[config.mk]
export PLATFORM = sky130hd
export DESIGN_NAME = route_interleave_crossover_core
export DESIGN_NICKNAME = d
export VERILOG_FILES = /design/src/rtl/ric_pkg.sv /design/src/rtl/ric_ram.sv /design/src/rtl/ric_front.sv /design/src/rtl/ric_queue.sv /design/src/rtl/ric_back.sv /design/src/rtl/route_interleave_crossover_core.sv
export VERILOG_INCLUDE_DIRS = /design/src /design/src/rtl
export SDC_FILE = /design/constraint.sdc
export NUM_CORES = 1
export LEC_CHECK = 0
export BUFFER_PORTS_ARGS = -buffer_cell sky130_fd_sc_hd__buf_4
export CAP_MARGIN = 5
export CORE_AREA = 8 8 284 286
export CTS_CLUSTER_DIAMETER = 120
export DETAILED_ROUTE_END_ITERATION = 6
export DIE_AREA = 0 0 292 294
export PLACE_DENSITY_LB_ADDON = 0.25
export SETUP_SLACK_MARGIN = 0.3
export SLEW_MARGIN = 25
export SYNTH_ARGS = -nofsm -noshare
export SYNTH_HDL_FRONTEND = slang
export SYNTH_HIERARCHICAL = 1
export SYNTH_SLANG_ARGS = --single-unit
[constraint.sdc]
create_clock -name clk -period 4 [get_ports clk]
set_input_delay 0.6 -clock clk [delete_from_list [all_inputs] [get_ports clk]]
set_output_delay 0.6 -clock clk [all_outputs]
set_load 0.01 [all_outputs]
[src/rtl/route_interleave_crossover_core_defines.svh]
// Assertion macros used by the route crossover back end.
`ifndef ROUTE_INTERLEAVE_CROSSOVER_CORE_DEFINES_SVH
`define ROUTE_INTERLEAVE_CROSSOVER_CORE_DEFINES_SVH
`ifndef SYNTHESIS
`define RIC_ASSERT_ALWAYS(label, cond, msg) \
    label: assert property (@(posedge clk) disable iff (!rst_n) (cond)) else $error(msg);
`define RIC_ASSERT_IMPLIES(label, ante, cons, msg) \
    label: assert property (@(posedge clk) disable iff (!rst_n) (ante) |-> (cons)) \
        else $error(msg);
`define RIC_ASSERT_NEXT(label, ante, cons, msg) \
    label: assert property (@(posedge clk) disable iff (!rst_n) (ante) |=> (cons)) \
        else $error(msg);
`else
`define RIC_ASSERT_ALWAYS(label, cond, msg)
`define RIC_ASSERT_IMPLIES(label, ante, cons, msg)
`define RIC_ASSERT_NEXT(label, ante, cons, msg)
`endif
`endif

[src/rtl/ric_pkg.sv]
// Shared types, codes and constants of the route crossover block.
package ric_pkg;

    localparam int ROUTE_MAX_DEF   = 32;
    localparam int NODE_COUNT_DEF  = 64;
    localparam int QUEUE_DEPTH_DEF = 4;

    localparam int NODE_W      = 6;
    localparam int CC_W        = 5;
    localparam int TH_W        = 17;
    localparam int DRAW_W      = 16;
    localparam int KIND_W      = 2;
    localparam int CFG_IDX_W   = 1;
    localparam int CFG_W       = 17;
    localparam int IN_TDATA_W  = 40;
    localparam int OUT_TDATA_W = 8;

    localparam logic [DRAW_W-1:0] HALF_DRAW = 16'd32768;
    localparam logic [CC_W-1:0]   CC_RESET  = 5'd31;
    localparam logic [TH_W-1:0]   TH_RESET  = 17'd58982;

    localparam logic [KIND_W-1:0] KIND_LOAD_ONE = 2'd0;
    localparam logic [KIND_W-1:0] KIND_LOAD_TWO = 2'd1;
    localparam logic [KIND_W-1:0] KIND_RUN      = 2'd2;

    localparam logic [CFG_IDX_W-1:0] REG_CUSTOMER_COUNT  = 1'd0;
    localparam logic [CFG_IDX_W-1:0] REG_CROSS_THRESHOLD = 1'd1;

    typedef enum logic [1:0] {
        OP_LOAD_ONE,
        OP_LOAD_TWO,
        OP_RUN
    } op_t;

    typedef struct packed {
        op_t               op;
        logic [NODE_W-1:0] node;
        logic              mix;
    } cmd_t;

    typedef enum logic [2:0] {
        ST_IDLE,
        ST_PICK,
        ST_LOOK,
        ST_SEL,
        ST_RD,
        ST_WR
    } state_t;

endpackage

[src/rtl/ric_ram.sv]
// Generic single-write, single-read RAM with registered read data.
module ric_ram
#(
    parameter int WIDTH = 8,
    parameter int DEPTH = 32
)
(
    input  logic                     clk,
    input  logic                     we,
    input  logic [$clog2(DEPTH)-1:0] waddr,
    input  logic [WIDTH-1:0]         wdata,
    input  logic                     re,
    input  logic [$clog2(DEPTH)-1:0] raddr,
    output logic [WIDTH-1:0]         rdata
);

    logic [WIDTH-1:0] mem [DEPTH];
    logic [WIDTH-1:0] rdata_reg;

    always_ff @(posedge clk)
    begin
        if (we)
        begin
            mem[waddr] <= wdata;
        end
        if (re)
        begin
            rdata_reg <= mem[raddr];
        end
    end

    assign rdata = rdata_reg;

endmodule

[src/rtl/ric_front.sv]
// Front end: configuration registers, input acceptance and classification.
module ric_front
    import ric_pkg::*;
(
    input  logic                 clk,
    input  logic                 rst_n,
    input  logic                 cfg_we,
    input  logic [CFG_IDX_W-1:0] cfg_index,
    input  logic [CFG_W-1:0]     cfg_data,
    input  logic                 in_valid,
    output logic                 in_ready,
    input  logic [KIND_W-1:0]    in_kind,
    input  logic [NODE_W-1:0]    in_node,
    input  logic [DRAW_W-1:0]    in_cross,
    input  logic [DRAW_W-1:0]    in_mix,
    input  logic                 q_full,
    output logic                 push,
    output cmd_t                 push_cmd,
    output logic [CC_W-1:0]      customer_count
);

    logic [CC_W-1:0] cc_reg, cc_next;
    logic [TH_W-1:0] th_reg, th_next;
    logic            kind_ok;
    op_t             cmd_op;
    logic            do_mix;

    always_comb
    begin
        cc_next = cc_reg;
        th_next = th_reg;
        if (cfg_we)
        begin
            case (cfg_index)
                REG_CUSTOMER_COUNT:  cc_next = cfg_data[CC_W-1:0];
                REG_CROSS_THRESHOLD: th_next = cfg_data[TH_W-1:0];
                default:             ;
            endcase
        end
    end

    always_ff @(posedge clk or negedge rst_n)
    begin
        if (!rst_n)
        begin
            cc_reg <= CC_RESET;
            th_reg <= TH_RESET;
        end
        else
        begin
            cc_reg <= cc_next;
            th_reg <= th_next;
        end
    end

    // kind three is taken and dropped here
    always_comb
    begin
        cmd_op  = OP_LOAD_ONE;
        kind_ok = 1'b1;
        case (in_kind)
            KIND_LOAD_ONE: cmd_op = OP_LOAD_ONE;
            KIND_LOAD_TWO: cmd_op = OP_LOAD_TWO;
            KIND_RUN:      cmd_op = OP_RUN;
            default:       kind_ok = 1'b0;
        endcase
    end

    assign do_mix = ({1'b0, in_cross} < th_reg) && (in_mix <= HALF_DRAW);

    assign in_ready       = !q_full;
    assign push           = in_valid && !q_full && kind_ok;
    assign push_cmd.op    = cmd_op;
    assign push_cmd.node  = in_node;
    assign push_cmd.mix   = do_mix;
    assign customer_count = cc_reg;

endmodule

[src/rtl/ric_queue.sv]
// Short command queue between front end and sequencer.
module ric_queue
    import ric_pkg::*;
#(
    parameter int DEPTH = QUEUE_DEPTH_DEF
)
(
    input  logic clk,
    input  logic rst_n,
    input  logic push,
    input  cmd_t push_cmd,
    output logic full,
    input  logic pop,
    output logic pop_valid,
    output cmd_t pop_cmd
);

    localparam int PW = $clog2(DEPTH);
    localparam int CW = $clog2(DEPTH + 1);
    localparam logic [PW-1:0] LAST_SLOT = PW'(DEPTH - 1);
    localparam logic [CW-1:0] FULL_CNT  = CW'(DEPTH);

    cmd_t            slot_reg [DEPTH];
    logic [PW-1:0]   wr_ptr_reg, wr_ptr_next;
    logic [PW-1:0]   rd_ptr_reg, rd_ptr_next;
    logic [CW-1:0]   count_reg, count_next;

    always_comb
    begin
        wr_ptr_next = wr_ptr_reg;
        rd_ptr_next = rd_ptr_reg;
        count_next  = count_reg;
        if (push)
        begin
            wr_ptr_next = (wr_ptr_reg == LAST_SLOT) ? '0 : wr_ptr_reg + 1'b1;
        end
        if (pop)
        begin
            rd_ptr_next = (rd_ptr_reg == LAST_SLOT) ? '0 : rd_ptr_reg + 1'b1;
        end
        if (push && !pop)
        begin
            count_next = count_reg + 1'b1;
        end
        else if (pop && !push)
        begin
            count_next = count_reg - 1'b1;
        end
    end

    always_ff @(posedge clk or negedge rst_n)
    begin
        if (!rst_n)
        begin
            wr_ptr_reg <= '0;
            rd_ptr_reg <= '0;
            count_reg  <= '0;
        end
        else
        begin
            wr_ptr_reg <= wr_ptr_next;
            rd_ptr_reg <= rd_ptr_next;
            count_reg  <= count_next;
        end
    end

    always_ff @(posedge clk)
    begin
        if (push)
        begin
            slot_reg[wr_ptr_reg] <= push_cmd;
        end
    end

    assign full      = (count_reg == FULL_CNT);
    assign pop_valid = (count_reg != '0);
    assign pop_cmd   = slot_reg[rd_ptr_reg];

endmodule

[src/rtl/ric_back.sv]
// Back end: parent stores, interleave sequencer, child buffers and result output.
`include "route_interleave_crossover_core_defines.svh"
module ric_back
    import ric_pkg::*;
#(
    parameter int ROUTE_MAX  = ROUTE_MAX_DEF,
    parameter int NODE_COUNT = NODE_COUNT_DEF
)
(
    input  logic              clk,
    input  logic              rst_n,
    input  logic [CC_W-1:0]   customer_count,
    input  logic              q_valid,
    input  cmd_t              q_cmd,
    output logic              q_pop,
    output logic              m_valid,
    input  logic              m_ready,
    output logic              m_child,
    output logic [NODE_W-1:0] m_node,
    output logic              m_last
);

    localparam int AW  = $clog2(ROUTE_MAX);
    localparam int LW  = $clog2(ROUTE_MAX + 1);
    localparam int NIW = $clog2(NODE_COUNT);
    localparam logic [LW-1:0]     RM_L = LW'(ROUTE_MAX);
    localparam logic [NODE_W:0]   NC_L = (NODE_W + 1)'(NODE_COUNT);

    state_t            state_reg, state_next;
    logic [LW-1:0]     len1_reg, len1_next, len2_reg, len2_next;
    logic [LW-1:0]     ptr1_reg, ptr1_next, ptr2_reg, ptr2_next;
    logic [CC_W-1:0]   got1_reg, got1_next, got2_reg, got2_next;
    logic [LW-1:0]     n_one_reg, n_one_next, n_two_reg, n_two_next;
    logic              turn_reg, turn_next, cur_reg, cur_next;
    logic              mix_reg, mix_next, side_reg, side_next;
    logic [LW-1:0]     idx_reg, idx_next;
    logic [NODE_COUNT-1:0] seen_reg, seen_next;
    logic              out_valid_reg, out_valid_next;
    logic              out_child_reg;
    logic [NODE_W-1:0] out_node_reg;
    logic              out_last_reg;

    logic              p1_we, p2_we, c1_we, c2_we;
    logic              p1_re, p2_re, c1_re, c2_re;
    logic [AW-1:0]     p1_raddr, p2_raddr;
    logic [NODE_W-1:0] p1_rdata, p2_rdata, c1_rdata, c2_rdata;

    logic              avail1, avail2, pick_side, pick_any;
    logic [NODE_W-1:0] look_data;
    logic              look_cust, look_in_range, look_held, look_full;
    logic [NIW-1:0]    look_idx;
    logic [LW-1:0]     len_a, len_b, sel_len, idx_inc;
    logic              sel_ok, slot_free, out_load, wr_last;
    logic [NODE_W-1:0] wr_data;

    ric_ram #(.WIDTH(NODE_W), .DEPTH(ROUTE_MAX)) u_parent_one (
        .clk   (clk),
        .we    (p1_we),
        .waddr (len1_reg[AW-1:0]),
        .wdata (q_cmd.node),
        .re    (p1_re),
        .raddr (p1_raddr),
        .rdata (p1_rdata)
    );

    ric_ram #(.WIDTH(NODE_W), .DEPTH(ROUTE_MAX)) u_parent_two (
        .clk   (clk),
        .we    (p2_we),
        .waddr (len2_reg[AW-1:0]),
        .wdata (q_cmd.node),
        .re    (p2_re),
        .raddr (p2_raddr),
        .rdata (p2_rdata)
    );

    ric_ram #(.WIDTH(NODE_W), .DEPTH(ROUTE_MAX)) u_child_one (
        .clk   (clk),
        .we    (c1_we),
        .waddr (n_one_reg[AW-1:0]),
        .wdata (look_data),
        .re    (c1_re),
        .raddr (idx_reg[AW-1:0]),
        .rdata (c1_rdata)
    );

    ric_ram #(.WIDTH(NODE_W), .DEPTH(ROUTE_MAX)) u_child_two (
        .clk   (clk),
        .we    (c2_we),
        .waddr (n_two_reg[AW-1:0]),
        .wdata (look_data),
        .re    (c2_re),
        .raddr (idx_reg[AW-1:0]),
        .rdata (c2_rdata)
    );

    // a parent still has a customer to give while its scan is not done and it has given fewer than customer_count
    assign avail1    = (ptr1_reg < len1_reg) && (got1_reg < customer_count);
    assign avail2    = (ptr2_reg < len2_reg) && (got2_reg < customer_count);
    assign pick_any  = avail1 || avail2;
    assign pick_side = turn_reg ? avail2 : !avail1;

    assign look_data     = cur_reg ? p2_rdata : p1_rdata;
    assign look_cust     = (look_data != '0);
    assign look_in_range = ({1'b0, look_data} < NC_L);
    assign look_idx      = look_data[NIW-1:0];
    assign look_held     = look_in_range && seen_reg[look_idx];
    assign look_full     = look_held ? (n_two_reg >= RM_L) : (n_one_reg >= RM_L);

    assign len_a     = mix_reg ? n_one_reg : len1_reg;
    assign len_b     = mix_reg ? n_two_reg : len2_reg;
    assign sel_len   = side_reg ? len_b : len_a;
    assign sel_ok    = (idx_reg < sel_len);
    assign idx_inc   = idx_reg + 1'b1;
    assign slot_free = !out_valid_reg || m_ready;
    assign wr_data   = mix_reg ? (side_reg ? c2_rdata : c1_rdata)
                               : (side_reg ? p2_rdata : p1_rdata);
    assign wr_last   = side_reg ? (idx_inc == len_b)
                                : ((idx_inc == len_a) && (len_b == '0));

    always_comb
    begin
        state_next = state_reg;
        case (state_reg)
            ST_IDLE:
            begin
                if (q_valid && (q_cmd.op == OP_RUN))
                begin
                    state_next = q_cmd.mix ? ST_PICK : ST_SEL;
                end
            end
            ST_PICK: state_next = pick_any ? ST_LOOK : ST_SEL;
            ST_LOOK:
            begin
                if (!look_cust)
                begin
                    state_next = ST_PICK;
                end
                else if (look_full)
                begin
                    state_next = ST_SEL;
                end
                else
                begin
                    state_next = ST_PICK;
                end
            end
            ST_SEL:
            begin
                if (sel_ok)
                begin
                    state_next = ST_RD;
                end
                else if (side_reg)
                begin
                    state_next = ST_IDLE;
                end
            end
            ST_RD:   state_next = ST_WR;
            ST_WR:   state_next = slot_free ? ST_SEL : ST_WR;
            default: state_next = ST_IDLE;
        endcase
    end

    always_comb
    begin
        len1_next  = len1_reg;
        len2_next  = len2_reg;
        ptr1_next  = ptr1_reg;
        ptr2_next  = ptr2_reg;
        got1_next  = got1_reg;
        got2_next  = got2_reg;
        n_one_next = n_one_reg;
        n_two_next = n_two_reg;
        turn_next  = turn_reg;
        cur_next   = cur_reg;
        mix_next   = mix_reg;
        side_next  = side_reg;
        idx_next   = idx_reg;
        seen_next  = seen_reg;
        p1_we      = 1'b0;
        p2_we      = 1'b0;
        c1_we      = 1'b0;
        c2_we      = 1'b0;
        p1_re      = 1'b0;
        p2_re      = 1'b0;
        c1_re      = 1'b0;
        c2_re      = 1'b0;
        p1_raddr   = ptr1_reg[AW-1:0];
        p2_raddr   = ptr2_reg[AW-1:0];
        out_load   = 1'b0;
        q_pop      = 1'b0;
        case (state_reg)
            ST_IDLE:
            begin
                if (q_valid)
                begin
                    q_pop = 1'b1;
                    case (q_cmd.op)
                        OP_LOAD_ONE:
                        begin
                            if (len1_reg < RM_L)
                            begin
                                p1_we     = 1'b1;
                                len1_next = len1_reg + 1'b1;
                            end
                        end
                        OP_LOAD_TWO:
                        begin
                            if (len2_reg < RM_L)
                            begin
                                p2_we     = 1'b1;
                                len2_next = len2_reg + 1'b1;
                            end
                        end
                        OP_RUN:
                        begin
                            seen_next  = '0;
                            ptr1_next  = '0;
                            ptr2_next  = '0;
                            got1_next  = '0;
                            got2_next  = '0;
                            n_one_next = '0;
                            n_two_next = '0;
                            turn_next  = 1'b0;
                            mix_next   = q_cmd.mix;
                            side_next  = 1'b0;
                            idx_next   = '0;
                        end
                        default: ;
                    endcase
                end
            end
            ST_PICK:
            begin
                p1_re    = 1'b1;
                p2_re    = 1'b1;
                cur_next = pick_side;
            end
            ST_LOOK:
            begin
                if (cur_reg)
                begin
                    ptr2_next = ptr2_reg + 1'b1;
                end
                else
                begin
                    ptr1_next = ptr1_reg + 1'b1;
                end
                // depots are skipped; a full target child ends the interleave
                if (look_cust && !look_full)
                begin
                    turn_next = !cur_reg;
                    if (cur_reg)
                    begin
                        got2_next = got2_reg + 1'b1;
                    end
                    else
                    begin
                        got1_next = got1_reg + 1'b1;
                    end
                    if (look_held)
                    begin
                        c2_we      = 1'b1;
                        n_two_next = n_two_reg + 1'b1;
                    end
                    else
                    begin
                        c1_we      = 1'b1;
                        n_one_next = n_one_reg + 1'b1;
                        if (look_in_range)
                        begin
                            seen_next[look_idx] = 1'b1;
                        end
                    end
                end
            end
            ST_SEL:
            begin
                if (!sel_ok && !side_reg)
                begin
                    side_next = 1'b1;
                    idx_next  = '0;
                end
            end
            ST_RD:
            begin
                if (mix_reg)
                begin
                    c1_re = !side_reg;
                    c2_re = side_reg;
                end
                else
                begin
                    p1_re    = !side_reg;
                    p2_re    = side_reg;
                    p1_raddr = idx_reg[AW-1:0];
                    p2_raddr = idx_reg[AW-1:0];
                end
            end
            ST_WR:
            begin
                if (slot_free)
                begin
                    out_load = 1'b1;
                    idx_next = idx_inc;
                end
            end
            default: ;
        endcase
    end

    assign out_valid_next = out_load ? 1'b1 : (m_ready ? 1'b0 : out_valid_reg);

    always_ff @(posedge clk or negedge rst_n)
    begin
        if (!rst_n)
        begin
            state_reg     <= ST_IDLE;
            len1_reg      <= '0;
            len2_reg      <= '0;
            ptr1_reg      <= '0;
            ptr2_reg      <= '0;
            got1_reg      <= '0;
            got2_reg      <= '0;
            n_one_reg     <= '0;
            n_two_reg     <= '0;
            turn_reg      <= 1'b0;
            cur_reg       <= 1'b0;
            mix_reg       <= 1'b0;
            side_reg      <= 1'b0;
            idx_reg       <= '0;
            seen_reg      <= '0;
            out_valid_reg <= 1'b0;
        end
        else
        begin
            state_reg     <= state_next;
            len1_reg      <= len1_next;
            len2_reg      <= len2_next;
            ptr1_reg      <= ptr1_next;
            ptr2_reg      <= ptr2_next;
            got1_reg      <= got1_next;
            got2_reg      <= got2_next;
            n_one_reg     <= n_one_next;
            n_two_reg     <= n_two_next;
            turn_reg      <= turn_next;
            cur_reg       <= cur_next;
            mix_reg       <= mix_next;
            side_reg      <= side_next;
            idx_reg       <= idx_next;
            seen_reg      <= seen_next;
            out_valid_reg <= out_valid_next;
        end
    end

    always_ff @(posedge clk)
    begin
        if (out_load)
        begin
            out_child_reg <= side_reg;
            out_node_reg  <= wr_data;
            out_last_reg  <= wr_last;
        end
    end

    assign m_valid = out_valid_reg;
    assign m_child = out_child_reg;
    assign m_node  = out_node_reg;
    assign m_last  = out_last_reg;

    `RIC_ASSERT_ALWAYS(a_len_bound, (len1_reg <= RM_L) && (len2_reg <= RM_L), "parent length past capacity")
    `RIC_ASSERT_ALWAYS(a_ptr_bound, (ptr1_reg <= len1_reg) && (ptr2_reg <= len2_reg), "scan pointer past parent length")
    `RIC_ASSERT_NEXT(a_seen_clear, (state_reg == ST_IDLE) && q_valid && (q_cmd.op == OP_RUN), seen_reg == '0, "visited map not cleared at run start")
    `RIC_ASSERT_IMPLIES(a_rd_range, state_reg == ST_RD, idx_reg < sel_len, "emit read beyond list length")

endmodule

[src/rtl/route_interleave_crossover_core.sv]
// Route crossover core: two parent routes in, interleaved or copied children out.
// Usage:
//   s_axis carries one item per transfer: tuser is the kind (load parent one,
//   load parent two, run), tdata the node and the two random draws. Loads
//   append to a parent route, dropped once it holds ROUTE_MAX nodes.
//   A run sends every result on m_axis: tuser is the child, tdata the node,
//   tlast marks the final result of the run. Child one comes first, then
//   child two.
//   cfg_we writes customer_count (index 0) or cross_threshold (index 1);
//   write only while no run is in flight.
// Sequencing:
//   A load is handled in the sequencer's idle state. A mixing run scans
//   parent nodes through the pick and look states (both parent stores read
//   per step); every run then emits results through the select, read and
//   write states (store read, output register handoff).
//   A four-entry command queue lets input transfers continue while a run
//   is being worked.
// Reset clears lengths, visited map, queue and output valid; parent stores
// need no clearing. A stalled receiver holds the output register and the
// sequencer waits; input is taken until the queue fills.
module route_interleave_crossover_core
    import ric_pkg::*;
#(
    parameter int ROUTE_MAX   = ROUTE_MAX_DEF,
    parameter int NODE_COUNT  = NODE_COUNT_DEF,
    parameter int QUEUE_DEPTH = QUEUE_DEPTH_DEF
)
(
    input  logic                   clk,
    input  logic                   rst_n,
    input  logic                   cfg_we,
    input  logic [CFG_IDX_W-1:0]   cfg_index,
    input  logic [CFG_W-1:0]       cfg_data,
    input  logic                   s_axis_tvalid,
    output logic                   s_axis_tready,
    input  logic [IN_TDATA_W-1:0]  s_axis_tdata,  // node, cross_draw, mix_draw, zero pad
    input  logic [KIND_W-1:0]      s_axis_tuser,  // kind
    output logic                   m_axis_tvalid,
    input  logic                   m_axis_tready,
    output logic [OUT_TDATA_W-1:0] m_axis_tdata,  // node_out, zero pad
    output logic [0:0]             m_axis_tuser,  // child
    output logic                   m_axis_tlast
);

    logic              push, q_full, q_pop, q_valid;
    cmd_t              push_cmd, q_cmd;
    logic [CC_W-1:0]   customer_count;
    logic              m_child;
    logic [NODE_W-1:0] m_node;

    ric_front u_front (
        .clk            (clk),
        .rst_n          (rst_n),
        .cfg_we         (cfg_we),
        .cfg_index      (cfg_index),
        .cfg_data       (cfg_data),
        .in_valid       (s_axis_tvalid),
        .in_ready       (s_axis_tready),
        .in_kind        (s_axis_tuser),
        .in_node        (s_axis_tdata[NODE_W-1:0]),
        .in_cross       (s_axis_tdata[NODE_W +: DRAW_W]),
        .in_mix         (s_axis_tdata[NODE_W + DRAW_W +: DRAW_W]),
        .q_full         (q_full),
        .push           (push),
        .push_cmd       (push_cmd),
        .customer_count (customer_count)
    );

    ric_queue #(.DEPTH(QUEUE_DEPTH)) u_queue (
        .clk       (clk),
        .rst_n     (rst_n),
        .push      (push),
        .push_cmd  (push_cmd),
        .full      (q_full),
        .pop       (q_pop),
        .pop_valid (q_valid),
        .pop_cmd   (q_cmd)
    );

    ric_back #(.ROUTE_MAX(ROUTE_MAX), .NODE_COUNT(NODE_COUNT)) u_back (
        .clk            (clk),
        .rst_n          (rst_n),
        .customer_count (customer_count),
        .q_valid        (q_valid),
        .q_cmd          (q_cmd),
        .q_pop          (q_pop),
        .m_valid        (m_axis_tvalid),
        .m_ready        (m_axis_tready),
        .m_child        (m_child),
        .m_node         (m_node),
        .m_last         (m_axis_tlast)
    );

    assign m_axis_tdata = {{(OUT_TDATA_W - NODE_W){1'b0}}, m_node};
    assign m_axis_tuser = m_child;

endmodule
* Word level (Yosys, flattened, before mapping)
Memories as Yosys holds them, arrays and structs flattened. A register that Yosys moved wholly into a read port is not among the register bits. Cells that the tools add are included. Widths: inputs -> output; s select.
Word-level totals: memories 5, bits in writable memories 804, register bits 161, input port bits 65, latch bits 0, memory bits (read-only) 0, output and inout port bits 12
Memories:
- u_back.u_child_one.mem | words 32, bits a word 6, rd ports 1, clocked after memory_dff 1, write ports 1, RTL line ric_ram.sv:17 | logic [WIDTH-1:0] mem [DEPTH];
- u_back.u_child_two.mem | words 32, bits a word 6, rd ports 1, clocked after memory_dff 1, write ports 1, RTL line ric_ram.sv:17
- u_back.u_parent_one.mem | words 32, bits a word 6, rd ports 1, clocked after memory_dff 1, write ports 1, RTL line ric_ram.sv:17
- u_back.u_parent_two.mem | words 32, bits a word 6, rd ports 1, clocked after memory_dff 1, write ports 1, RTL line ric_ram.sv:17
- u_queue.slot_reg | words 4, bits a word 9, rd ports 1, clocked after memory_dff 0, write ports 1, RTL line ric_queue.sv:23 | cmd_t slot_reg [DEPTH];
Operators by class: order comparisons 13, div/mod/pow operators 0, bitwise operators 2, reductions and logical operators 50, equal/unequal tests 25, multipliers 0, add/subtract/negate cells 13, mux-type cells 105, shifts and indexed selects 0
Operators by type and width (number):
- $mux 64 | 4
- $pmux 64 s2 | 1
- $mux 6 | 17
- $or 64x64->64 | 1
- $mux 5 | 10
- $pmux 6 s2 | 4
- $mux 1 | 47
- $add 6x1->6 const B | 7
- $reduce_and 5->1 | 5
- $reduce_and 4->1 | 6
- $mux 3 | 7
- $pmux 5 s2 | 2
- $lt 6x6->1 | 3
- $pmux 3 s6 | 1
- $pmux 6 s3 | 1
- $lt 16x17->1 | 1
- $le 16x16->1 const B | 1
- $ne 2x1->1 const B | 8
- $eq 6x6->1 | 2
- $ge 6x6->1 const B | 2
- $logic_and 1x1->1 | 12
- $lt 6x6->1 const B | 2
- $add 5x1->5 const B | 2
- $lt 5x5->1 | 2
- other kinds (29) | 60

* Longest topological paths before layout
Gate-level depths: netlist of the first run.
word-level depth 10, depth in mapped cells 15, gate-level depth less buffers 11

* By module
Netlist of the first run, hierarchy kept.
Modules (own cells, without submodules):
- ric_ram | times used 4, sequential area each 5945.7 sq um, cells each 323, area an instance 7649.8 sq um
- ric_back | times used 1, sequential area each 3343.2 sq um, cells each 859, area an instance 7697.4 sq um
- ric_queue | times used 1, sequential area each 1256.2 sq um, cells each 84, area an instance 1716.6 sq um
- ric_front | times used 1, sequential area each 568.0 sq um, cells each 118, area an instance 1335.0 sq um
- route_interleave_crossover_core | times used 1, sequential area each 0.0 sq um, cells each 3, area an instance 18.8 sq um

* Least setup slack after synthesis of the first run
Ideal clock, no wire load.
path kind register to register, start reg u_back.cur_reg, end mem u_back/u_child_one/mem[0][5] in the netlist's numbering, data pin, stages on the path, launching flop included 5, setup slack -105 ps, setup time 702 ps, period minus slack after synthesis 4105 ps, data arrival time 3404 ps, data required time 3298 ps, cell sequence dfrtp_1 -> buf_4 -> buf_4 -> clkbuf_1 -> o21ai_0
On the way: longest elaborated chain between the ends 1
RTL lines:
- start, declared | RTL line ric_back.sv:34 | logic turn_reg, turn_next, cur_reg, cur_next;
- start signal, assigned | RTL line ric_back.sv:347 | cur_reg <= cur_next;
- $mux 6 | RTL line ric_back.sv:102 | assign look_data = cur_reg ? p2_rdata : p1_rdata;
- via u_back.look_data[5] | RTL line ric_back.sv:49 | logic [NODE_W-1:0] look_data;
- end, declared | RTL line ric_ram.sv:17
The timed path passes the listed nets, and every way through them passes these cells.

* Worst setup path in the final report of the first run
start reg u_back.cur_reg, end mem u_back/u_child_one/mem[4][1] in the netlist's numbering, enable pin
On the way: longest elaborated chain between the ends 10, elaborated cells on any way between the ends 12, those cells by class mux: 9; reduce/logical: 3
RTL lines:
- $mux 6 (*) | RTL line ric_back.sv:102
- $bmux 1 s6 | RTL line ric_back.sv:106 | assign look_held = look_in_range && seen_reg[look_idx];
- $mux 1 (not written as such) | RTL line ric_back.sv:106
- $mux 1 | RTL line ric_back.sv:107 | assign look_full = look_held ? (n_two_reg >= RM_L) : (n_one_reg >= RM_L);
- $logic_not 1->1 | RTL line ric_back.sv:250 | if (look_cust && !look_full)
- $logic_and 1x1->1 | RTL line ric_back.sv:250
- $mux 1 (*) | RTL line ric_back.sv:250
- $mux 1 (*) | RTL line ric_back.sv:192 | case (state_reg)
- $mux 1 (*) | RTL line ric_ram.sv:22 | if (we)
- $mux 1 (not written as such) (*) | RTL line ric_ram.sv:24 | mem[waddr] <= wdata;
Every way passes the cells marked *; elsewhere a longest branch is shown, timed or not. The select of a mux whose other input is x is not followed.

==> results of run 1 <==
[layout by cell type, fill, tap and decap left out, types with 9 or more instances in the layout]
master     synthesis  routed
clkbuf_1          62      28
a41oi_1           10      10
mux4_2           255     252
mux2i_1           19      19
mux2_2            40      40
a21oi_1           28      28
or3b_2            12      10
dfstp_2           14      14
xnor2_1           17      17
clkinv_1           0      10
clkbuf_16          0     102
inv_1             57      56
nand3_1           47      46
clkbuf_8           0       9
clkinv_2           0      16
mux2_1            10      10
o21ai_0           34      32
dfrtp_1          139     135
nand4_1           21      21
nand3b_1          25      25
buf_4             13     171
nand2_1          149     143
nand2b_1          10       9
ha_1              55      55
a21o_1            11      11
buf_12             0      10
or3_1             15      15
nor2_1           238     230
nor3_1            13      13
xor2_1            16      16
and3_1             9       9
a31oi_1           62      61
edfxtp_1         836     836
[per-stage QoR]
step	total power (W)	utilization (%)	hold slack, ps	cell area [um^2]	TNS [ps]
2_1_floorplan	0.0205	-	304	41400	-13480
3_3_place_gp	0.0234	57.0	468	43600	0
3_5_place_dp	0.0239	57.1	482	43600	0
4_1_cts	0.0332	61.4	79.9	46900	0
5_1_grt	0.0345	61.6	131	47100	0
6_report	0.0330	61.6	154	47100	0
[cell families (layout without fill, tap and decap cells)]
kind of cell	count (synthesis)	in the layout	share of synthesized area (%)
compound gates	200	200	3.36
xor+xnor	33	33	0.699
fa+ha+maj	56	56	1.71
buf+inv	177	430	2.02
flops	989	989	70.0
mux	327	327	15.9
other cells	1	2	0.00907
simple gates	573	573	6.36
[what timing repair did]
item                       CTS  global route
setup buffers                1             3
pin swaps                    1             0
hold endpoints to repair     0            16
hold buffers                 0             1
setup endpoints to repair  166           246
resized for setup            5            11
gates cloned                 0             0
[final cells by class]
type	instances	area, um^2	share of cell area, %
inverters	60	239	0.508
repair buffers	186	1570	3.34
well taps	988	1240	2.63
clock buffers	139	2780	5.91
multi-input cells	1191	11800	25.0
clock inverters	45	504	1.07
flip-flops and latches	989	29000	61.5
[final timing paths]
| path | to | depth (start not counted) | slack, ps |
|---|---|---|---|
| hold reg to reg | u_back/got2_reg[4] | 1 | 490 |
| max in group asynchronous | u_front/th_reg[6] | 4 | 2580 |
| hold / removal | u_queue/slot_reg[0][3] | 1 | 150 |
| setup / recovery | u_back/u_child_one/mem[4][1] | 10 | 460 |
| setup reg to reg | u_back/u_child_one/mem[4][1] | 10 | 460 |
| min in group asynchronous | u_front/th_reg[12] | 2 | 390 |
[where the power goes]
part	switching (W)	total [W]	internal [W]
clock	0.00381	0.00921	0.00540
sequential	0.000664	0.0142	0.0136
combinational	0.00591	0.00950	0.00359
[metal layers]
metal  GRT usage, %  vias up
li1               -     9685
met1           28.0    11400
met2           33.5      712
met3           3.33      131
met4           5.72        0
met5              0        -
[critical path: stages (launching register included)]
cell and delay [ps]:
dfrtp_2 440, mux2i_4 220, inv_2 240, buf_4 250, nor2_1 80, and3_1 250, or3_1 390, a31o_2 290
inv_2 130, or3b_4 530, nor2_2 360
==> metrics.md, run 1 <==
| Metric | Value |
|---|---|
| Outcome | `finished, final reports clean` |
| Most common flop cell mapped by yosys | `edfxtp_1` |
| Total number of vias | `between 20000 and 25000` |
| Met3 wire length | `approximately 5000 um` |
| Chip width | `292 um` |
| CP startpoint | `u_back/cur_reg` |
| CTS tree | `yes` |
| Dpl hpwl | `around 56000 um` |
| Max frequency | `282 MHz` |
| CTS buffer count | `101` |
| Synth top area share | `60.7%` |
| Kind of critical path | `flop to flop` |
| Yosys top cell by area | `edfxtp_1` |
| Worst Tran Pin Value | `1080 ps` |
| Max_cap viols | `0` |
| Crit-path max FO | `15` |
| Slew Limit Fails | `0` |
| Async set-or-reset flop fraction in the synthesized netlist | `between 15 and 20%` |
| Pwr per Cell Area | `between 700 and 800 mW/mm^2` |
| Final wirelength | `~86000 um` |
| Port Buf Inserts | `72` |
| CTS sink count | `between 900 and 1000` |
| Std cell rows | `around 100` |
| Final Hold Vio Count | `0` |
| Placed insts | `3408` |
| Drt first pass iters | `5` |
| N_diodes | `0` |
| Seq cells post-synth | `about 990` |
| Vert. Die Dim | `between 200 and 300 um` |
| Slew margin rel. | `27.5%` |
| Full die area | `between 0.08 and 0.09 mm^2` |
| Setup violators final | `0` |
| DRC | `0` |
| Reg2reg start | `u_back/cur_reg` |
| Period utilization | `roughly nine tenths` |
| Crit end category | `flop` |
| Detailed Route Iter0 Violations | `2057` |
| Vias in the first global route | `22700` |
| Area grow syn2layout | `13.8%` |
| Synth warnings | `6` |
| Final nets | `2650` |
| Worst skew pair latency | `650 ps` |
| Final Non-Filler Cells | `roughly 3600` |
| RSZ-0062 raised after global routing | `true` |
| Tmin final | `approximately 3500 ps` |
| Hold Startpoint | `s_axis_tdata[2]` |
| Hold Path Class | `input pin to flop` |
| Antenna Nets Post-Route | `0` |
| Initial Util | `approximately 54%` |
| Root Driver | `clkbuf_16` |
| Routed len/inst | `about 24 um` |
| Post-synth EDFFs | `836` |
| Syn Area/Cell | `~18 um^2` |
| Reg clk slew, reported paths | `about 60 ps` |
| Congestion Overflow GR | `0` |
| CORE AREA | `about 0.076 mm^2` |
| Synth Instances | `between 2000 and 2500` |
| Startpoint types | `flop` |
| Initial antenna violation count | `1` |
| IO Count | `a little under 80` |
| Fill cells | `5294` |
| Cell variety after synth | `just under 80` |
| Pre-CTS setup slack | `between 100 and 150 ps` |
| Leakage | `15.9 nW` |
| Required @ worst endpoint | `approximately 4300 ps` |
| Top Layer Used | `met4` |
| Met1 WL | `roughly 36000 um` |
| Total GRT Usage | `around a fifth` |
| Clock buffer depth | `3` |
| Met2 wire length | `between 40000 and 50000 um` |
| Sequential fraction of the synthesis area | `between 60 and 70%` |
| CTS H-Tree Depth | `3` |
| Pin count of the biggest net entering global routing | `103` |
| Synthesized cell area | `0.0414 mm^2` |
| VDD IR max | `slightly below 0.5 mV` |
| GPL Wtd Cong | `between 0.8 and 0.9` |
| Final WS setup | `455 ps` |
| Post-synth top cells | `836 x edfxtp_1, 255 x mux4_2, 238 x nor2_1` |
| Final Skew | `roughly 29 ps` |
| Most frequent cell after synthesis | `edfxtp_1` |
| First-pass GRT wire length | `between 100000 and 150000 um` |
| Layout cell share with drive strength beyond 1 | `between 20% and 30%` |
| Worst EP arrival | `approximately 3900 ps` |
| Synth top area cells | `edfxtp_1 61%, mux4_2 14%, dfrtp_1 8.4%, nor2_1 2.2%, ha_1 1.7%` |
| Avg Vias per Cell | `a little over 6` |
No activity file was read; power rests on OpenSTA's default activity.
==> run 2: changes to the inputs <==
--- a/config.mk
+++ b/config.mk
@@ -9,10 +9,11 @@
 export BUFFER_PORTS_ARGS = -buffer_cell sky130_fd_sc_hd__buf_4
 export CAP_MARGIN = 5
 export CORE_AREA = 8 8 284 286
-export CTS_CLUSTER_DIAMETER = 120
+export CTS_CLUSTER_DIAMETER = 50
 export DETAILED_ROUTE_END_ITERATION = 6
 export DIE_AREA = 0 0 292 294
 export PLACE_DENSITY_LB_ADDON = 0.25
+export REMOVE_ABC_BUFFERS = 1
 export SETUP_SLACK_MARGIN = 0.3
 export SLEW_MARGIN = 25
 export SYNTH_ARGS = -nofsm -noshare
==> constraint.sdc (replaced) <==
create_clock -name clk -period 3.4 [get_ports clk]
set_input_delay 0.51 -clock clk [delete_from_list [all_inputs] [get_ports clk]]
set_output_delay 0.51 -clock clk [all_outputs]
set_load 0.01 [all_outputs]
==> metrics.md, run 2 (same netlist as run 1, synthesis figures left out) <==
| Metric | Value |
|---|---|
| Max frequency | `300 MHz (+6.3%)` |
| GPL Wtd Cong | `0.860 (+2.5%)` |
| N_diodes | `0 (unchanged)` |
| Hold Startpoint | `s_axis_tdata[4]` |
| CTS buffer count | `105 (+4.0%)` |
| Final nets | `2764 (+4.3%)` |
| Period utilization | `98.1% (+9.5 points)` |
| Crit end category | `flop` |
| Tot Pwr | `0.0418 W (+27%)` |
| Max_cap viols | `0 (unchanged)` |
| IO Count | `77 (unchanged)` |
| Final Hold Vio Count | `0 (unchanged)` |
| Detailed Route Iter0 Violations | `2188 (+6.4%)` |
| Total number of vias | `23100 (+5.3%)` |
| CTS sink count | `989 (unchanged)` |
| Reg2reg start | `u_back/cur_reg` |
| Final wirelength | `93500 um (+8.4%)` |
| Finished Cell Area | `0.0495 mm^2 (+5.1%)` |
| Worst Tran Pin Value | `1100 ps (+12.9 ps)` |
| Routed len/inst | `25.1 um (+4.8%)` |
| Clock buffer depth | `3 (unchanged)` |
| Worst EP arrival | `3710 ps (-150 ps)` |
| Root Driver | `clkbuf_16` |
| Crit-path max FO | `8 (-7)` |
| Area grow syn2layout | `19.6%` |
| Full die area | `0.0858 mm^2 (unchanged)` |
| Pwr per Cell Area | `846 mW/mm^2 (+21%)` |
| Tmin final | `3330 ps (-210 ps)` |
| Initial Util | `54.1% (unchanged)` |
| Layout cell share with drive strength beyond 1 | `34.5% (+7.7 points)` |
| VDD IR max | `0.835 mV (+70%)` |
| Leakage | `16.8 nW (+5.9%)` |
| Fill cells | `5016 (-5.3%)` |
| First-pass GRT wire length | `143000 um (+4.9%)` |
| Hold Path Class | `input pin to flop` |
| DRC | `0 (unchanged)` |
| RSZ-0062 raised after global routing | `true` |
| Startpoint types | `flop` |
| Slew Limit Fails | `0 (unchanged)` |
| Chip width | `292 um (unchanged)` |
| CORE AREA | `0.0764 mm^2 (unchanged)` |
| Vert. Die Dim | `294 um (unchanged)` |
| Initial antenna violation count | `0 (-1)` |
| Most common cell after layout, fill and taps aside | `edfxtp_1` |
| Reg clk slew, reported paths | `60 ps (about the same)` |
| Avg Vias per Cell | `6.20 (+1.8%)` |
| CTS tree | `yes` |
| Congestion Overflow GR | `0 (unchanged)` |
| Dpl hpwl | `58300 um (+4.5%)` |
| Drt first pass iters | `5 (unchanged)` |
| Total GRT Usage | `21.4% (+1.2 points)` |
| Pin count of the biggest net entering global routing | `91 (-12%)` |
| Required @ worst endpoint | `3780 ps (-540 ps)` |
| FF+latch area | `0.0290 mm^2 (about the same)` |
| Multi-input gate area | `0.0125 mm^2 (+5.9%)` |
| Post-place instance area | `0.0442 mm^2 (+1.2%)` |
| CP startpoint | `u_back/cur_reg` |
| CTS H-Tree Depth | `3 (unchanged)` |
| Antenna Nets Post-Route | `0 (unchanged)` |
| Vias in the first global route | `23500 (+3.6%)` |
| Highest-count cells in the layout ignoring fill and taps | `836 x edfxtp_1, 254 x mux4_2, 191 x buf_4` |
| Slew margin rel. | `26.6% (-0.86 points)` |
| Setup violators final | `0 (unchanged)` |
| Final Skew | `25.9 ps (-3.33 ps)` |
| Worst skew pair latency | `660 ps (about the same)` |
| Port Buf Inserts | `72 (unchanged)` |
| Outcome | `finished, final reports clean` |
| Kind of critical path | `flop to flop` |
| Pre-CTS setup slack | `-179 ps (-284 ps)` |
| Final WS setup | `65.7 ps (-390 ps)` |
| Std cell rows | `102 (unchanged)` |
-- run 2: changes by cell type in the layout (fill, tap and decap cells not counted), moves of 9 or more --
cell,delta
buf_12,+9
buf_6,+72
buf_4,+20
nand2_1,-12
inv_6,+9
nor2_2,+31
nor2_1,-83
clkbuf_1,-18
nor2_4,+52
-- run 2: area by class of cell --
type	instances	share of cell area, %
tap	988	2.50
multi-input combinational	1192	25.2
inverter	60	0.486
timing repair buffer	295	5.84
clock buffer	119	5.55
clock inverter	79	1.87
sequential	989	58.6
-- run 2: final timing paths --
check                                                      to  slack [ps]  depth (start not counted)
min in group asynchronous                 u_back/seen_reg[21]         490                          2
worst min-delay path                   u_queue/slot_reg[2][5]          50                          1
max in group asynchronous           u_front/customer_count[2]        2010                          3
worst min register to register             u_front/th_reg[12]         490                          1
worst max register to register  u_back/u_child_one/mem[20][4]          70                         14
worst max-delay path            u_back/u_child_one/mem[20][4]          70                         14
-- run 2: per-layer routing --
| layer | track usage (%) | vias up | share of wire (%) |
|---|---|---|---|
| met5 | 0 | - | 0 |
| met2 | 34.5 | 987 | 49 |
| met4 | 6.91 | 0 | 2.9 |
| met3 | 3.45 | 171 | 7.1 |
| met1 | 30.1 | 12000 | 41 |
| li1 | - | 9972 | - |
-- run 2: report_power, final --
group	switching, W	internal, W	total (W)	leakage, nW
combinational	0.00781	0.00537	0.0132	5.51
clock	0.00485	0.00709	0.0119	1.77
sequential	0.000745	0.0160	0.0167	9.55
-- run 2: critical path, stage by stage (launching register included) --
cell and delay, ps:
dfrtp_2 440, mux2i_4 270, buf_12 170, buf_6 100
mux2i_1 190, a32oi_1 80, a311oi_1 290, buf_4 170
a2111oi_4 50, buf_4 160, a31o_4 210, inv_2 60
or3b_4 510, nor2_1 150, buf_4 180
-- run 2: repair_timing --
item	4_1_cts	5_1_grt
buffers inserted	27	10
endpoints found under the hold margin	80	0
pin swaps	38	45
cloned	4	2
resized for setup	104	194
setup endpoints to repair	430	721
hold buffers	1	0
-- run 2: through the flow --
step / util (%) / cells / hold slack, ps / TNS (ps)
4_1_cts: 63.6 / 3710 / 12.5 / 0
6_report: 64.7 / 3722 / 46.4 / 0
5_1_grt: 64.7 / 3722 / 33.3 / -253
3_5_place_dp: 57.8 / 3480 / 481 / -9470
2_1_floorplan: - / 2240 / 214 / -987120
3_3_place_gp: 57.8 / 3480 / 466 / -4710
==> run 3: changes to the inputs <==
--- a/config.mk
+++ b/config.mk
@@ -12,6 +12,7 @@
 export CTS_CLUSTER_DIAMETER = 50
 export DETAILED_ROUTE_END_ITERATION = 6
 export DIE_AREA = 0 0 292 294
+export MAX_ROUTING_LAYER = met4
 export PLACE_DENSITY_LB_ADDON = 0.25
 export REMOVE_ABC_BUFFERS = 1
 export SETUP_SLACK_MARGIN = 0.3
==> metrics.md, run 3 (same netlist as run 1, synthesis figures left out) <==
| Metric | Value |
|---|---|
| Crit-path max FO | `8 (unchanged)` |
| Worst skew pair latency | `660 ps (about the same)` |
| Port Buf Inserts | `72 (unchanged)` |
| Most common cell after layout, fill and taps aside | `edfxtp_1` |
| Routed len/inst | `25.1 um (about the same)` |
| Final nets | `2767 (+0.11%)` |
| Max_cap viols | `0 (unchanged)` |
| Congestion Overflow GR | `0 (unchanged)` |
| Leakage | `16.8 nW (+0.15%)` |
| Clock buffer depth | `3 (unchanged)` |
| Worst path max stage delay | `510 ps (about the same)` |
| Slew margin rel. | `27.5% (+0.89 points)` |
| CP startpoint | `u_back/cur_reg` |
| CTS tree | `yes` |
| Vias in the first global route | `23500 (-0.18%)` |
| Kind of critical path | `flop to flop` |
| Outcome | `finished, violations left` |
| Reg clk slew, reported paths | `60 ps (about the same)` |
| Pin count of the biggest net entering global routing | `91 (unchanged)` |
| Worst EP arrival | `3730 ps (+20 ps)` |
| Placed insts | `3480 (unchanged)` |
| Pwr per Cell Area | `847 mW/mm^2 (+0.17%)` |
| Vert. Die Dim | `294 um (unchanged)` |
| CP max stage cell | `or3b_4` |
| Pre-CTS setup slack | `-179 ps (unchanged)` |
| Initial Util | `54.1% (unchanged)` |
| Max frequency | `299 MHz (-0.45%)` |
| Final Non-Filler Cells | `3725 (+0.081%)` |
| Slew Limit Fails | `0 (unchanged)` |
| Dpl hpwl | `58300 um (unchanged)` |
| Final WS setup | `50.6 ps (-15.1 ps)` |
| Reg2Reg Depth | `14 (unchanged)` |
| N_diodes | `0 (unchanged)` |
| Most used cell, CP | `buf_4` |
| Hold Path Class | `input pin to flop` |
| Met1 WL | `38700 um (+1.0%)` |
| Total GRT Usage | `22.1% (+0.66 points)` |
| Chip width | `292 um (unchanged)` |
| Period utilization | `98.5% (+0.44 points)` |
| Highest-count cells in the layout ignoring fill and taps | `836 x edfxtp_1, 254 x mux4_2, 191 x buf_4` |
| Layout cell share with drive strength beyond 1 | `35.1% (+0.58 points)` |
| Final wirelength | `93700 um (+0.15%)` |
| Met3 wire length | `6270 um (-5.8%)` |
| CORE AREA | `0.0764 mm^2 (unchanged)` |
| CP endpoint | `u_back/u_child_one/mem[20][1]` |
| IO Count | `77 (unchanged)` |
| Setup violators final | `0 (unchanged)` |
| CTS buffer count | `105 (unchanged)` |
| First-pass GRT wire length | `143000 um (about the same)` |
| Area grow syn2layout | `19.8%` |
| Drt first pass iters | `7 (+2)` |
| CP cell instances | `mux2i_4 > buf_12 > buf_6 > mux2i_1 > a32oi_1 > a311oi_1 > buf_4 > a2111oi_4 > buf_4 > a31o_4 > inv_2 > or3b_4 > nor2_1 > buf_4` |
| Violated checks | `DRC` |
| Hold Startpoint | `s_axis_tdata[4]` |
| Setup TNS | `0 ps (unchanged)` |
| Std cell rows | `102 (unchanged)` |
| Total number of vias | `23100 (+0.039%)` |
| Detailed Route Iter0 Violations | `2190 (+0.091%)` |
| Reg2reg start | `u_back/cur_reg` |
| Fill cells | `5005 (-0.22%)` |
| Core Util, Final | `64.8% (+0.13 points)` |
| Root Driver | `clkbuf_16` |
| Crit end category | `flop` |
| Final Hold Vio Count | `0 (unchanged)` |
| Tmin final | `3350 ps (+15.1 ps)` |
| RSZ-0062 raised after global routing | `true` |
| VDD IR max | `0.833 mV (-0.23%)` |
| Final hold slack | `47.7 ps (+1.33 ps)` |
| DRC | `2 (+2)` |
| Required @ worst endpoint | `3780 ps (about the same)` |
| Top Layer Used | `met4` |
| Antenna Nets Post-Route | `0 (unchanged)` |
| Initial antenna violation count | `0 (unchanged)` |
| Worst Tran Pin Value | `1080 ps (-13.3 ps)` |
| Worst reg2reg path endpoint | `u_back/u_child_one/mem[20][1]` |
| Met2 wire length | `46100 um (+0.31%)` |
| CTS sink count | `989 (unchanged)` |
| CTS H-Tree Depth | `3 (unchanged)` |
| Startpoint types | `flop` |
| GPL Wtd Cong | `0.873 (+1.6%)` |
| Final Skew | `31.5 ps (+5.61 ps)` |
| Full die area | `0.0858 mm^2 (unchanged)` |
| FF-to-FF setup slack | `50 ps (-20 ps)` |
| Avg Vias per Cell | `6.20 (about the same)` |
run 3: cell count changes in the layout (fill, tap and decap cells not counted):
cell / previous run / this run
nor2_1: 147 / 137
a22o_1: 5 / 4
nor4_2: 1 / 2
o311ai_1: 2 / 1
buf_6: 74 / 75
o311ai_2: 0 / 1
a21oi_1: 28 / 27
nor4_1: 8 / 7
buf_8: 4 / 5
nor2_2: 33 / 43
buf_12: 19 / 20
a21oi_2: 0 / 1
a22o_4: 0 / 1
run 3: layer usage:
layer,up-vias,global-route usage (%)
met1,12000,30.2
met2,958,34.5
li1,9983,-
met4,0,6.85
met5,-,-
met3,178,3.30
run 3: what timing repair did:
action | in CTS | in global routing
pin swaps | 38 | 50
cloned | 4 | 2
hold buffers | 1 | 0
endpoints found under the hold margin | 80 | 0
setup endpoints to repair | 430 | 712
setup buffers | 27 | 13
gates resized for setup | 104 | 212
run 3: worst min path at each step:
stage,endpoint,cells past startpoint
2_1_floorplan,u_back/cur_reg,0
3_3_place_gp,u_queue/count_reg[2],1
5_1_grt,u_queue/slot_reg[3][6],1
3_5_place_dp,u_queue/count_reg[2],1
6_report,u_queue/slot_reg[2][5],1
4_1_cts,u_queue/slot_reg[0][5],1
run 3: critical path, delay by kind of cell, from the launching register on:
| family | cells | cell delay [ps] |
|---|---|---|
| buffers and inverters | 6 | 840 |
| AND/OR/NAND/NOR | 2 | 660 |
| AO/OA/AOI/OAI | 4 | 620 |
| multiplexers | 2 | 480 |
| flip-flops | 1 | 440 |
run 3: per-stage QoR:
stage,area (um^2),power (W)
after floorplan,40800,0.0239
after global placement,44200,0.0281
after detailed placement,44200,0.0286
after CTS,48600,0.0415
after global routing,49600,0.0437
final,49600,0.0420
run 3: power by group:
part | total [W] | leakage (nW) | switching (W) | internal (W)
Sequential | 0.0167 | 9.55 | 0.000751 | 0.0160
Clock | 0.0119 | 1.77 | 0.00484 | 0.00709
Combinational | 0.0133 | 5.53 | 0.00786 | 0.00547
Total | 0.0420 | 16.8 | 0.0134 | 0.0285
run 3: layout make-up:
cell class                      count  area (um^2)  area share, %
Inverter                           60          240          0.485
Multi-Input combinational cell   1192        12500           25.3
Tap cell                          988         1240           2.49
Clock inverter                     79          925           1.87
Timing Repair Buffer              298         2940           5.93
Sequential cell                   989        29000           58.4
Clock buffer                      119         2740           5.53
